**src/hdl/phx_pkg.sv**
```systemverilog
// ----------------------------------------------------------------------------
// phx_pkg
// Shared widths, constants and codes of the point to hex cell quantizer.
// ----------------------------------------------------------------------------
package phx_pkg;

    localparam int COORD_WIDTH = 16;
    localparam int INDEX_WIDTH = 8;
    localparam int UNIT_WIDTH  = 16;
    localparam int FRAC_BITS   = 34;

    // projection: x*cos30 + y/2 in Q.22, one growth bit for the sum
    localparam int PROJ_W  = COORD_WIDTH + 15;
    // projection times the reciprocal unit, Q.34
    localparam int PROD_W  = PROJ_W + UNIT_WIDTH;
    // rounded axis value, residual, sum and corrected value
    localparam int RI_W    = PROD_W - FRAC_BITS + 2;
    localparam int RES_W   = FRAC_BITS;
    localparam int SUM_W   = RI_W + 2;
    localparam int COR_W   = RI_W + 3;

    localparam int COS30_Q14  = 14189;
    localparam int HALF_SHIFT = 13;
    localparam int ONE_SHIFT  = 14;

    localparam logic [UNIT_WIDTH-1:0] UNIT_RESET = UNIT_WIDTH'(4096);

    localparam int N_STAGES = 5;

    localparam logic [1:0] AX_I = 2'd0;
    localparam logic [1:0] AX_J = 2'd1;
    localparam logic [1:0] AX_K = 2'd2;

endpackage

```
**src/hdl/point_to_hex_cell_quantizer_top.sv**
```systemverilog
// ----------------------------------------------------------------------------
// point_to_hex_cell_quantizer_top
// Maps a Q8.8 camera plane point to its hex cell in cube coordinates.
//
//   channel   dir  payload                                   handshake
//   s_axis    in   tdata: point_x, point_y                   tvalid/tready
//   m_axis    out  tdata: cell_i, cell_j, cell_k; tuser: sat tvalid/tready
//   cfg       in   i_cfg_wdata: inverse_cell_unit            i_cfg_we
//
// One point per clock while the output is not stalled, through the stage chain
// (projection, unit multiply, rounding, axis pick, correct and clamp).
// Each stage holds its own valid bit and loads whenever it is empty or the
// next stage moves, so bubbles close up under an output stall.
// Synchronous active-low reset clears the valid bits and sets the unit to 1.0.
// ----------------------------------------------------------------------------
module point_to_hex_cell_quantizer_top
    import phx_pkg::*;
(
    input  logic                       i_clk,
    input  logic                       i_rst_n,
    input  logic                       s_axis_tvalid,
    output logic                       s_axis_tready,
    input  logic [2*COORD_WIDTH-1:0]   s_axis_tdata,   // point_x, point_y
    output logic                       m_axis_tvalid,
    input  logic                       m_axis_tready,
    output logic [3*INDEX_WIDTH-1:0]   m_axis_tdata,   // cell_i, cell_j, cell_k
    output logic                       m_axis_tuser,   // index_saturated
    input  logic                       i_cfg_we,
    input  logic [UNIT_WIDTH-1:0]      i_cfg_wdata
);

    logic [UNIT_WIDTH-1:0]         r_unit;
    logic [N_STAGES-1:0]           r_v;
    logic [N_STAGES-1:0]           rdy;
    logic [N_STAGES-1:0]           n_v;

    logic signed [PROD_W-1:0]      di, dj, dk;
    logic signed [RI_W-1:0]        ri, rj, rk;
    logic [RES_W-1:0]              ai, aj, ak;
    logic signed [INDEX_WIDTH-1:0] cell_i, cell_j, cell_k;
    logic                          sat;

    always_comb begin
        rdy[N_STAGES-1] = !r_v[N_STAGES-1] || m_axis_tready;
        for (int k = N_STAGES - 2; k >= 0; k--) begin
            rdy[k] = !r_v[k] || rdy[k+1];
        end
        n_v = r_v;
        for (int k = 0; k < N_STAGES; k++) begin
            if (rdy[k]) begin
                n_v[k] = (k == 0) ? s_axis_tvalid : r_v[(k == 0) ? 0 : k - 1];
            end
        end
    end

    always_ff @(posedge i_clk) begin
        if (!i_rst_n) begin
            r_v    <= '0;
            r_unit <= UNIT_RESET;
        end else begin
            r_v <= n_v;
            if (i_cfg_we) begin
                r_unit <= i_cfg_wdata;
            end
        end
    end

    phx_proj u_proj (
        .i_clk     (i_clk),
        .i_adv     (rdy[1:0]),
        .i_point_x (s_axis_tdata[COORD_WIDTH-1:0]),
        .i_point_y (s_axis_tdata[2*COORD_WIDTH-1:COORD_WIDTH]),
        .i_unit    (r_unit),
        .o_di      (di),
        .o_dj      (dj),
        .o_dk      (dk)
    );

    phx_round u_round (
        .i_clk (i_clk),
        .i_adv (rdy[2]),
        .i_di  (di),
        .i_dj  (dj),
        .i_dk  (dk),
        .o_ri  (ri),
        .o_rj  (rj),
        .o_rk  (rk),
        .o_ai  (ai),
        .o_aj  (aj),
        .o_ak  (ak)
    );

    phx_fix u_fix (
        .i_clk    (i_clk),
        .i_adv    (rdy[4:3]),
        .i_ri     (ri),
        .i_rj     (rj),
        .i_rk     (rk),
        .i_ai     (ai),
        .i_aj     (aj),
        .i_ak     (ak),
        .o_cell_i (cell_i),
        .o_cell_j (cell_j),
        .o_cell_k (cell_k),
        .o_sat    (sat)
    );

    assign s_axis_tready = rdy[0];
    assign m_axis_tvalid = r_v[N_STAGES-1];
    assign m_axis_tdata  = {cell_k, cell_j, cell_i};
    assign m_axis_tuser  = sat;

    localparam logic signed [INDEX_WIDTH-1:0] IDX_MAX = {1'b0, {(INDEX_WIDTH-1){1'b1}}};
    localparam logic signed [INDEX_WIDTH-1:0] IDX_MIN = {1'b1, {(INDEX_WIDTH-1){1'b0}}};

    a_sum_zero: assert property (@(posedge i_clk) disable iff (!i_rst_n)
        (m_axis_tvalid && !m_axis_tuser) |-> (cell_i + cell_j + cell_k == '0))
        else $error("unclamped cell does not sum to zero");

    a_sat_at_limit: assert property (@(posedge i_clk) disable iff (!i_rst_n)
        (m_axis_tvalid && m_axis_tuser) |->
            (cell_i == IDX_MAX || cell_i == IDX_MIN || cell_j == IDX_MAX ||
             cell_j == IDX_MIN || cell_k == IDX_MAX || cell_k == IDX_MIN))
        else $error("saturation flag without a clamped coordinate");

    a_no_false_stall: assert property (@(posedge i_clk) disable iff (!i_rst_n)
        m_axis_tready |-> s_axis_tready)
        else $error("input stalled while output drains");

endmodule

```
**src/hdl/phx_proj.sv**
```systemverilog
// ----------------------------------------------------------------------------
// phx_proj
// Two stages: cube axis projection of the point, then scaling by the unit.
// ----------------------------------------------------------------------------
module phx_proj
    import phx_pkg::*;
(
    input  logic                          i_clk,
    input  logic [1:0]                    i_adv,
    input  logic signed [COORD_WIDTH-1:0] i_point_x,
    input  logic signed [COORD_WIDTH-1:0] i_point_y,
    input  logic [UNIT_WIDTH-1:0]         i_unit,
    output logic signed [PROD_W-1:0]      o_di,
    output logic signed [PROD_W-1:0]      o_dj,
    output logic signed [PROD_W-1:0]      o_dk
);

    localparam logic signed [PROJ_W-1:0] COS30 = PROJ_W'(COS30_Q14);

    logic signed [PROJ_W-1:0] x_ext;
    logic signed [PROJ_W-1:0] y_ext;
    logic signed [PROJ_W-1:0] xc;
    logic signed [PROJ_W-1:0] n_pi, n_pj, n_pk;
    logic signed [PROJ_W-1:0] r_pi, r_pj, r_pk;
    logic signed [PROD_W-1:0] u_ext;
    logic signed [PROD_W-1:0] r_di, r_dj, r_dk;

    always_comb begin
        x_ext = PROJ_W'(i_point_x);
        y_ext = PROJ_W'(i_point_y);
        xc    = x_ext * COS30;
        n_pi  = xc + (y_ext <<< HALF_SHIFT);
        n_pj  = (y_ext <<< HALF_SHIFT) - xc;
        n_pk  = -(y_ext <<< ONE_SHIFT);
        u_ext = PROD_W'($signed({1'b0, i_unit}));
    end

    always_ff @(posedge i_clk) begin
        if (i_adv[0]) begin
            r_pi <= n_pi;
            r_pj <= n_pj;
            r_pk <= n_pk;
        end
        if (i_adv[1]) begin
            r_di <= PROD_W'(r_pi) * u_ext;
            r_dj <= PROD_W'(r_pj) * u_ext;
            r_dk <= PROD_W'(r_pk) * u_ext;
        end
    end

    assign o_di = r_di;
    assign o_dj = r_dj;
    assign o_dk = r_dk;

endmodule

```
**src/hdl/phx_round.sv**
```systemverilog
// ----------------------------------------------------------------------------
// phx_round
// One stage: rounds each axis half away from zero and keeps its residual.
// ----------------------------------------------------------------------------
module phx_round
    import phx_pkg::*;
(
    input  logic                     i_clk,
    input  logic                     i_adv,
    input  logic signed [PROD_W-1:0] i_di,
    input  logic signed [PROD_W-1:0] i_dj,
    input  logic signed [PROD_W-1:0] i_dk,
    output logic signed [RI_W-1:0]   o_ri,
    output logic signed [RI_W-1:0]   o_rj,
    output logic signed [RI_W-1:0]   o_rk,
    output logic [RES_W-1:0]         o_ai,
    output logic [RES_W-1:0]         o_aj,
    output logic [RES_W-1:0]         o_ak
);

    logic signed [RI_W-1:0] n_ri, n_rj, n_rk;
    logic [RES_W-1:0]       n_ai, n_aj, n_ak;
    logic signed [RI_W-1:0] r_ri, r_rj, r_rk;
    logic [RES_W-1:0]       r_ai, r_aj, r_ak;

    function automatic logic [RI_W+RES_W-1:0] round_axis(input logic signed [PROD_W-1:0] d);
        logic [PROD_W-1:0]    mag;
        logic [RES_W-1:0]     frac;
        logic [RI_W-1:0]      r;
        logic [RES_W-1:0]     res;
        logic                 up;
        mag  = d[PROD_W-1] ? PROD_W'(-d) : PROD_W'(d);
        frac = mag[FRAC_BITS-1:0];
        up   = frac[FRAC_BITS-1];
        r    = RI_W'(mag[PROD_W-1:FRAC_BITS]) + RI_W'(up);
        res  = up ? RES_W'(-frac) : frac;
        if (d[PROD_W-1]) begin
            r = -r;
        end
        return {r, res};
    endfunction

    always_comb begin
        {n_ri, n_ai} = round_axis(i_di);
        {n_rj, n_aj} = round_axis(i_dj);
        {n_rk, n_ak} = round_axis(i_dk);
    end

    always_ff @(posedge i_clk) begin
        if (i_adv) begin
            r_ri <= n_ri;
            r_rj <= n_rj;
            r_rk <= n_rk;
            r_ai <= n_ai;
            r_aj <= n_aj;
            r_ak <= n_ak;
        end
    end

    assign o_ri = r_ri;
    assign o_rj = r_rj;
    assign o_rk = r_rk;
    assign o_ai = r_ai;
    assign o_aj = r_aj;
    assign o_ak = r_ak;

endmodule

```
**src/hdl/phx_fix.sv**
```systemverilog
// ----------------------------------------------------------------------------
// phx_fix
// Two stages: pick the axis that takes the sum correction, then correct
// and clamp to the index range.
// ----------------------------------------------------------------------------
module phx_fix
    import phx_pkg::*;
(
    input  logic                          i_clk,
    input  logic [1:0]                    i_adv,
    input  logic signed [RI_W-1:0]        i_ri,
    input  logic signed [RI_W-1:0]        i_rj,
    input  logic signed [RI_W-1:0]        i_rk,
    input  logic [RES_W-1:0]              i_ai,
    input  logic [RES_W-1:0]              i_aj,
    input  logic [RES_W-1:0]              i_ak,
    output logic signed [INDEX_WIDTH-1:0] o_cell_i,
    output logic signed [INDEX_WIDTH-1:0] o_cell_j,
    output logic signed [INDEX_WIDTH-1:0] o_cell_k,
    output logic                          o_sat
);

    localparam logic signed [COR_W-1:0] IDX_HI = COR_W'((1 << (INDEX_WIDTH - 1)) - 1);
    localparam logic signed [COR_W-1:0] IDX_LO = -COR_W'(1 << (INDEX_WIDTH - 1));

    logic signed [RI_W-1:0]        r_ri, r_rj, r_rk;
    logic signed [SUM_W-1:0]       r_sum;
    logic [1:0]                    r_axis;
    logic [1:0]                    n_axis;
    logic signed [COR_W-1:0]       ci, cj, ck;
    logic signed [INDEX_WIDTH-1:0] n_i, n_j, n_k;
    logic                          sat_i, sat_j, sat_k;
    logic signed [INDEX_WIDTH-1:0] r_cell_i, r_cell_j, r_cell_k;
    logic                          r_sat;

    function automatic logic [INDEX_WIDTH:0] clamp(input logic signed [COR_W-1:0] v);
        logic signed [COR_W-1:0] c;
        logic                    s;
        c = v;
        s = 1'b0;
        if (v > IDX_HI) begin
            c = IDX_HI;
            s = 1'b1;
        end
        if (v < IDX_LO) begin
            c = IDX_LO;
            s = 1'b1;
        end
        return {s, c[INDEX_WIDTH-1:0]};
    endfunction

    always_comb begin
        priority if (i_ai >= i_aj && i_ai >= i_ak) begin
            n_axis = AX_I;
        end else if (i_aj >= i_ai && i_aj >= i_ak) begin
            n_axis = AX_J;
        end else begin
            n_axis = AX_K;
        end
    end

    always_comb begin
        ci = COR_W'(r_ri);
        cj = COR_W'(r_rj);
        ck = COR_W'(r_rk);
        unique case (r_axis)
            AX_I: begin
                ci = COR_W'(r_ri) - COR_W'(r_sum);
            end
            AX_J: begin
                cj = COR_W'(r_rj) - COR_W'(r_sum);
            end
            default: begin
                ck = COR_W'(r_rk) - COR_W'(r_sum);
            end
        endcase
        {sat_i, n_i} = clamp(ci);
        {sat_j, n_j} = clamp(cj);
        {sat_k, n_k} = clamp(ck);
    end

    always_ff @(posedge i_clk) begin
        if (i_adv[0]) begin
            r_ri   <= i_ri;
            r_rj   <= i_rj;
            r_rk   <= i_rk;
            r_sum  <= SUM_W'(i_ri) + SUM_W'(i_rj) + SUM_W'(i_rk);
            r_axis <= n_axis;
        end
        if (i_adv[1]) begin
            r_cell_i <= n_i;
            r_cell_j <= n_j;
            r_cell_k <= n_k;
            r_sat    <= sat_i | sat_j | sat_k;
        end
    end

    assign o_cell_i = r_cell_i;
    assign o_cell_j = r_cell_j;
    assign o_cell_k = r_cell_k;
    assign o_sat    = r_sat;

endmodule

```
**config.mk**
```make
export PLATFORM = sky130hd
export DESIGN_NAME = point_to_hex_cell_quantizer_top
export DESIGN_NICKNAME = d
export VERILOG_FILES = /design/src/hdl/phx_pkg.sv /design/src/hdl/point_to_hex_cell_quantizer_top.sv /design/src/hdl/phx_proj.sv /design/src/hdl/phx_round.sv /design/src/hdl/phx_fix.sv
export SDC_FILE = /design/constraint.sdc
export NUM_CORES = 2
export LEC_CHECK = 0
export BUFFER_PORTS_ARGS = -buffer_cell sky130_fd_sc_hd__buf_2
export CAP_MARGIN = 20
export CORE_AREA = 2 2 574 576
export CTS_CLUSTER_SIZE = 12
export DETAILED_ROUTE_END_ITERATION = 8
export DIE_AREA = 0 0 576 578
export SYNTH_ARGS = -nofsm -noshare
export SYNTH_HDL_FRONTEND = slang
export SYNTH_HIERARCHICAL = 1
export SYNTH_SLANG_ARGS = --single-unit
```
**constraint.sdc**
```tcl
create_clock -name i_clk -period 8.4 [get_ports i_clk]
set_input_delay 0.42 -clock i_clk [delete_from_list [all_inputs] [get_ports i_clk]]
set_output_delay 0.42 -clock i_clk [all_outputs]
set_load 0.01 [all_outputs]
```
Word-level counts from Yosys, hierarchy flattened
Cells that the tools add are included.

Flip-flop bits (word level): 491. Logic and storage cells: 103.

$add $sub $neg: 20. Multiply operators: 4. Magnitude comparators: 10. Equality and inequality tests: 1. Multiplexer cells: 22. Bitwise operators: 2. Reductions and logical operators: 14.

Operators by type and width (number): 31-bit by 17-bit multiplier with 47-bit output (3); 47-bit two-way mux (3); 47-bit negator (3); 34-bit greater-or-equal comparator (4); 34-bit negator (3); 33-bit two-way mux (3); 18-bit by 8-bit greater-than comparator with 1-bit output (second input constant) (3); 18-bit by 8-bit less-than comparator with 1-bit output (second input constant) (3); 18-bit two-way mux (3); 15-bit by 17-bit subtractor with 18-bit output (3); 15-bit two-way mux (3); 15-bit negator (3); 13-bit by 1-bit adder with 14-bit output (3); 31-bit by 29-bit adder with 31-bit output (1); 16-bit by 15-bit multiplier with 31-bit output (second input constant) (1); 30-bit negator with 31-bit output (1); 29-bit by 31-bit subtractor with 31-bit output (1); 8-bit two-way mux (3); 16-bit by 15-bit adder with 17-bit output (1); 15-bit by 15-bit adder with 16-bit output (1); 1-bit two-way mux (6); 1-bit logical NOT (5); 1-bit logical OR (5); 2-bit by 1-bit == test with 1-bit output (second input constant) (1); other kinds (5) (7).

Depth between registers and ports, before layout
Depth after elaboration: 7. Depth in mapped cells: 31. Mapped depth without buffers: 31.

Cells and area by module
The synthesis kept the hierarchy.

By module, submodules not included: phx_proj (instances 1, cells each 6120, area each 58107.0 um2, seq. area each 6125.9 um2); phx_round (instances 1, cells each 1452, area each 12833.6 um2, seq. area each 4414.2 um2); phx_fix (instances 1, cells each 1024, area each 9481.6 um2, seq. area each 2672.6 um2); point_to_hex_cell_quantizer_top (instances 1, cells each 74, area each 812.0 um2, seq. area each 420.4 um2).

Worst setup path before layout
No wires, ideal clock.

Path kind: input to register. From: input port s_axis_tdata[5]. To: register u_proj.r_pj[24] (data pin). Setup time: 0.262 ns. Arrival time: 6.857 ns. Required time: 8.138 ns. Slack: 1.281 ns. Cell stages on the path: 27. Path buffers: 1. Path through: ha_1 > inv_1 > fa_1 > fa_1 > fa_1 > inv_1 > fa_1 > inv_1 > fa_1 > inv_1 > ha_1 > nor4_1 > o21ai_0 > a31oi_1 > o21ai_0 > a21oi_1 > o21ai_0 > xor2_1 > ha_1 > clkbuf_1 > nor2_1 > a211o_1 > or3_1 > a211oi_2 > nor2_1 > a21boi_1 > xor2_1.

Word-level cells in the longest chain between the ends: 2.

RTL lines: start: declaration (RTL line point_to_hex_cell_quantizer_top.sv:23) `input logic [2*COORD_WIDTH-1:0] s_axis_tdata,`; 16-bit by 15-bit multiplier with 31-bit output (RTL line phx_proj.sv:31) `xc = x_ext * COS30;`; 29-bit by 31-bit subtractor with 31-bit output (RTL line phx_proj.sv:33) `n_pj = (y_ext <<< HALF_SHIFT) - xc;`; net u_proj.n_pj[24] (RTL line phx_proj.sv:23) `logic signed [PROJ_W-1:0] n_pi, n_pj, n_pk;`; end signal: assignment (RTL line phx_proj.sv:41) `r_pj <= n_pj;`; end: declaration (RTL line phx_proj.sv:24) `logic signed [PROJ_W-1:0] r_pi, r_pj, r_pk;`.

The timed path passes the listed nets, and every way through them passes these cells. A chain may end at the register's enable or synchronous reset.

Worst setup path after layout
From: register u_proj.r_pi[9]. To: register u_proj.r_di[39], in the netlist u_proj/o_di[39] (data pin).

Word-level cells in the longest chain between the ends: 1.

RTL lines: start: declaration (RTL line phx_proj.sv:24); start signal: assignment (RTL line phx_proj.sv:40) `r_pi <= n_pi;`; 31-bit by 17-bit multiplier with 47-bit output (RTL line phx_proj.sv:45) `r_di <= PROD_W'(r_pi) * u_ext;`; end signal: assignment (RTL line phx_proj.sv:45); end: declaration (RTL line phx_proj.sv:26) `logic signed [PROD_W-1:0] r_di, r_dj, r_dk;`.

Every way passes these cells.

==> flow_summary.yaml <==
drt:
  wl_mm: 219
  antenna_left: 0
  drc_errors: 0
  dr.first_iter.drc_count: 3985
  vias_per_cell: 4.52
  vias: 58656
  wl_per_cell_um: 16.9
  drt_pass1_iterations: 6
placed_design:
  numPortBuffers: 79
  dp.cells: 12859
  hpwl_mm: 178
  routabilityCongestion: 0.888
cts:
  cts_inserted_buffers: 55
  clkTransAtPathRegs_ps: 70
  cts_root_buf: "clkbuf_16"
  clkSinkCount: 461
  cts_tree: "yes"
  clockBufferDepth: 3
  insertion_delay_ps: 680
  htreeDepth: 2
cells_and_area:
  area_growth_pct: 8.75
  nFillCells: 34787
  fin_cells: 12966
  layout-drive-gt1-share_pct: 4.24
  regArea_um2: 13700
  layout.nets: 10612
  multiInputGateArea_um2: 59600
yosys:
  netlist_instances: 8670
  synth_edf_count: 440
  yosysTopAreaCellShare_pct: 33.3
  async_flop_share_pct: 0
  yosysSeqAreaShare_pct: 16.8
  ys_top_cells_by_area: "fa_1 (33%), edfxtp_1 (16%), ha_1 (9.8%)"
  synthFlopType: "edfxtp_1"
  syn-cell-area_um2: 81200
  syn_avg_cell_area_um2: 9.37
  synth_top_area_cell: "fa_1"
  yosysMostFrequentCell: "inv_1"
  yosysWarnings: 6
  synthDistinctLibCells: 113
  synthTopCellsByCount: "inv_1 (1768), fa_1 (1353), nand2_1 (1041)"
  synth-seq-cells: 461
critical_path:
  cp_common_cell: "fa_1"
  worstSetupStartpointType: "flop"
  critPathMaxStageDelay_ps: 960
  cp.required_ps: 8780
  cp.arrival_ps: 7930
  cp-end-kind: "flop"
  critPathKind: "reg -> reg"
  critPathSlowestCell: "edfxtp_1"
  cp_max_fo: 15
  path_cells: "nand2_1 -> fa_1 -> inv_1 -> fa_1 -> inv_1 -> fa_1 -> inv_1 -> fa_1 -> inv_1 -> fa_1 -> inv_1 -> fa_1 -> ha_1 -> a21o_1 -> a21oi_1 -> and2_1 -> a221oi_1 -> a21oi_1 -> o21ai_1 -> a21oi_1 -> a21oi_1 -> nor2_1 -> xnor2_1"
floorplanning:
  boundaryPins: 80
  initial_utilization_pct: 24.9
  dieHeight_um: 578
  rows: 210
  die_area_um2: 333000
  core_area_um2: 326000
  die_x_um: 576
grt:
  grt_max_degree: 87
  overflow: 0
  first_global_vias: 60875
  use_met1_pct: 18.4
  top_usage_layer: "met2"
  track_usage_pct: 13.2
  grt.met2_usage_pct: 21.6
  met3_usage_pct: 1.75
  antenna_found_initial: 20
  grt_pass1_wl_mm: 349
timing:
  fin_worst_skew_ps: 34.0
  grt_setup_unrepaired: "false"
  max_freq_ghz: 0.133
  final.setup.tns_ps: 0
  worst-slew-pin-transition_ps: 1060
  setup_viol: 0
  relSlewSlack_pct: 28.3
  min_period_ps: 7550
  hold_violations: 0
  drv_slew: 0
  fin_crit_sh_pct: 89.8
flow_run:
  drv_cap: 0
hold_path:
  hold_path_class: "in -> reg"
status:
  status: "complete, no violations"
layout by cell type (no fill, tap or decap), types with 15 or more instances in the layout:
cell / Yosys / routed
a211oi_1: 27 / 27
or3_1: 55 / 55
mux2i_1: 41 / 41
o41ai_1: 30 / 30
nand3_1: 88 / 87
nor4_1: 47 / 47
and3_1: 25 / 25
o21a_1: 34 / 34
xor2_1: 208 / 207
nand2_1: 1041 / 1040
clkbuf_16: 0 / 57
a21oi_1: 280 / 280
edfxtp_1: 440 / 440
nor2b_1: 54 / 54
nand4_1: 71 / 71
fa_1: 1353 / 1353
nand2b_1: 52 / 52
and2_1: 502 / 502
a31oi_1: 57 / 57
o21ai_0: 205 / 205
buf_4: 15 / 83
a21o_1: 131 / 131
inv_1: 1768 / 1767
a41oi_1: 15 / 15
ha_1: 634 / 634
o211ai_1: 30 / 30
or4_1: 22 / 22
buf_2: 6 / 79
or2_2: 25 / 25
nor3_1: 110 / 110
o21bai_1: 42 / 42
xnor2_1: 338 / 338
o31ai_1: 56 / 56
nor2_1: 251 / 251
area by class of cell:
type / instances / area share (%)
diodes: 4 / 0.0113
well taps: 4346 / 6.16
multi-input cells: 6115 / 67.5
clock inverters: 30 / 0.329
inverters: 1771 / 7.53
clock buffers: 71 / 1.69
flip-flops and latches: 461 / 15.5
repair buffers: 168 / 1.29
timing repair:
| action | in CTS | in global routing |
|---|---|---|
| endpoints found under the hold margin | 1 | 0 |
| setup buffers | 0 | 0 |
| hold buffers | 1 | 0 |
| gates resized for setup | 0 | 0 |
flip-flops by register name, indices dropped and copies added, names as in the netlist, 15 cells and up:
name / count
r_unit: 16
u_fix/r_ri: 15
u_fix/r_rj: 15
u_fix/r_rk: 15
u_fix/r_sum: 17
u_proj/o_di: 47
u_proj/o_dj: 46
u_proj/o_dk: 33
u_proj/r_pi: 31
u_proj/r_pj: 30
u_proj/r_pk: 17
u_round/o_ai: 34
u_round/o_aj: 34
u_round/o_ak: 34
u_round/o_ri: 15
u_round/o_rj: 15
u_round/o_rk: 15
final timing paths:
kind / from / end / slack [ps] / cells past startpoint
setup / recovery: u_proj/r_pi[9]$_DFFE_PP_ / u_proj/o_di[39]$_DFFE_PP_ / 850 / 23
hold / removal: i_cfg_wdata[1] / r_unit[1]$_SDFFE_PN0P_ / 40 / 3
setup reg to reg: u_proj/r_pi[9]$_DFFE_PP_ / u_proj/o_di[39]$_DFFE_PP_ / 850 / 23
hold reg to reg: r_v[2]$_SDFFE_PN0P_ / r_v[3]$_SDFFE_PN0P_ / 470 / 1
critical path: cells and delay by family (launching register included):
family / cells / cell delay [ps]
AOI/OAI and AO/OA: 7 / 1730
xor gates and xnor gates: 1 / 490
adders and majority gates: 7 / 3380
buffers and inverters: 5 / 250
DFF: 1 / 960
and+or+nand+nor: 3 / 440
stage by stage:
stage	hold slack (ps)	setup WS [ps]	utilization, %	cell area [um^2]
6_report	44.7	854	27.1	88300
5_1_grt	62.4	472	27.1	88300
4_1_cts	17.0	917	27.1	88300
3_5_place_dp	456	433	26.5	86500
3_3_place_gp	447	477	26.5	86500
2_1_floorplan	426	1280	-	81300
layer usage:
layer | vias up | routed length, um
met5 | - | 121
met4 | 18 | 6000
met3 | 284 | 12300
met2 | 1625 | 99700
met1 | 29436 | 101000
li1 | 27293 | -
kinds of logic after synthesis:
logic type | count (synthesis) | synth area share, %
compound gates | 1094 | 9.00
flops | 461 | 16.8
fa+ha+maj | 1987 | 43.1
mux | 46 | 0.574
simple gates | 2426 | 14.7
other cells | 1 | 0.00462
xor+xnor | 548 | 5.93
buf+inv | 2107 | 9.88
Power is not shown: default switching activity piles up to over one toggle a cycle in this logic, so the estimate is an artifact.
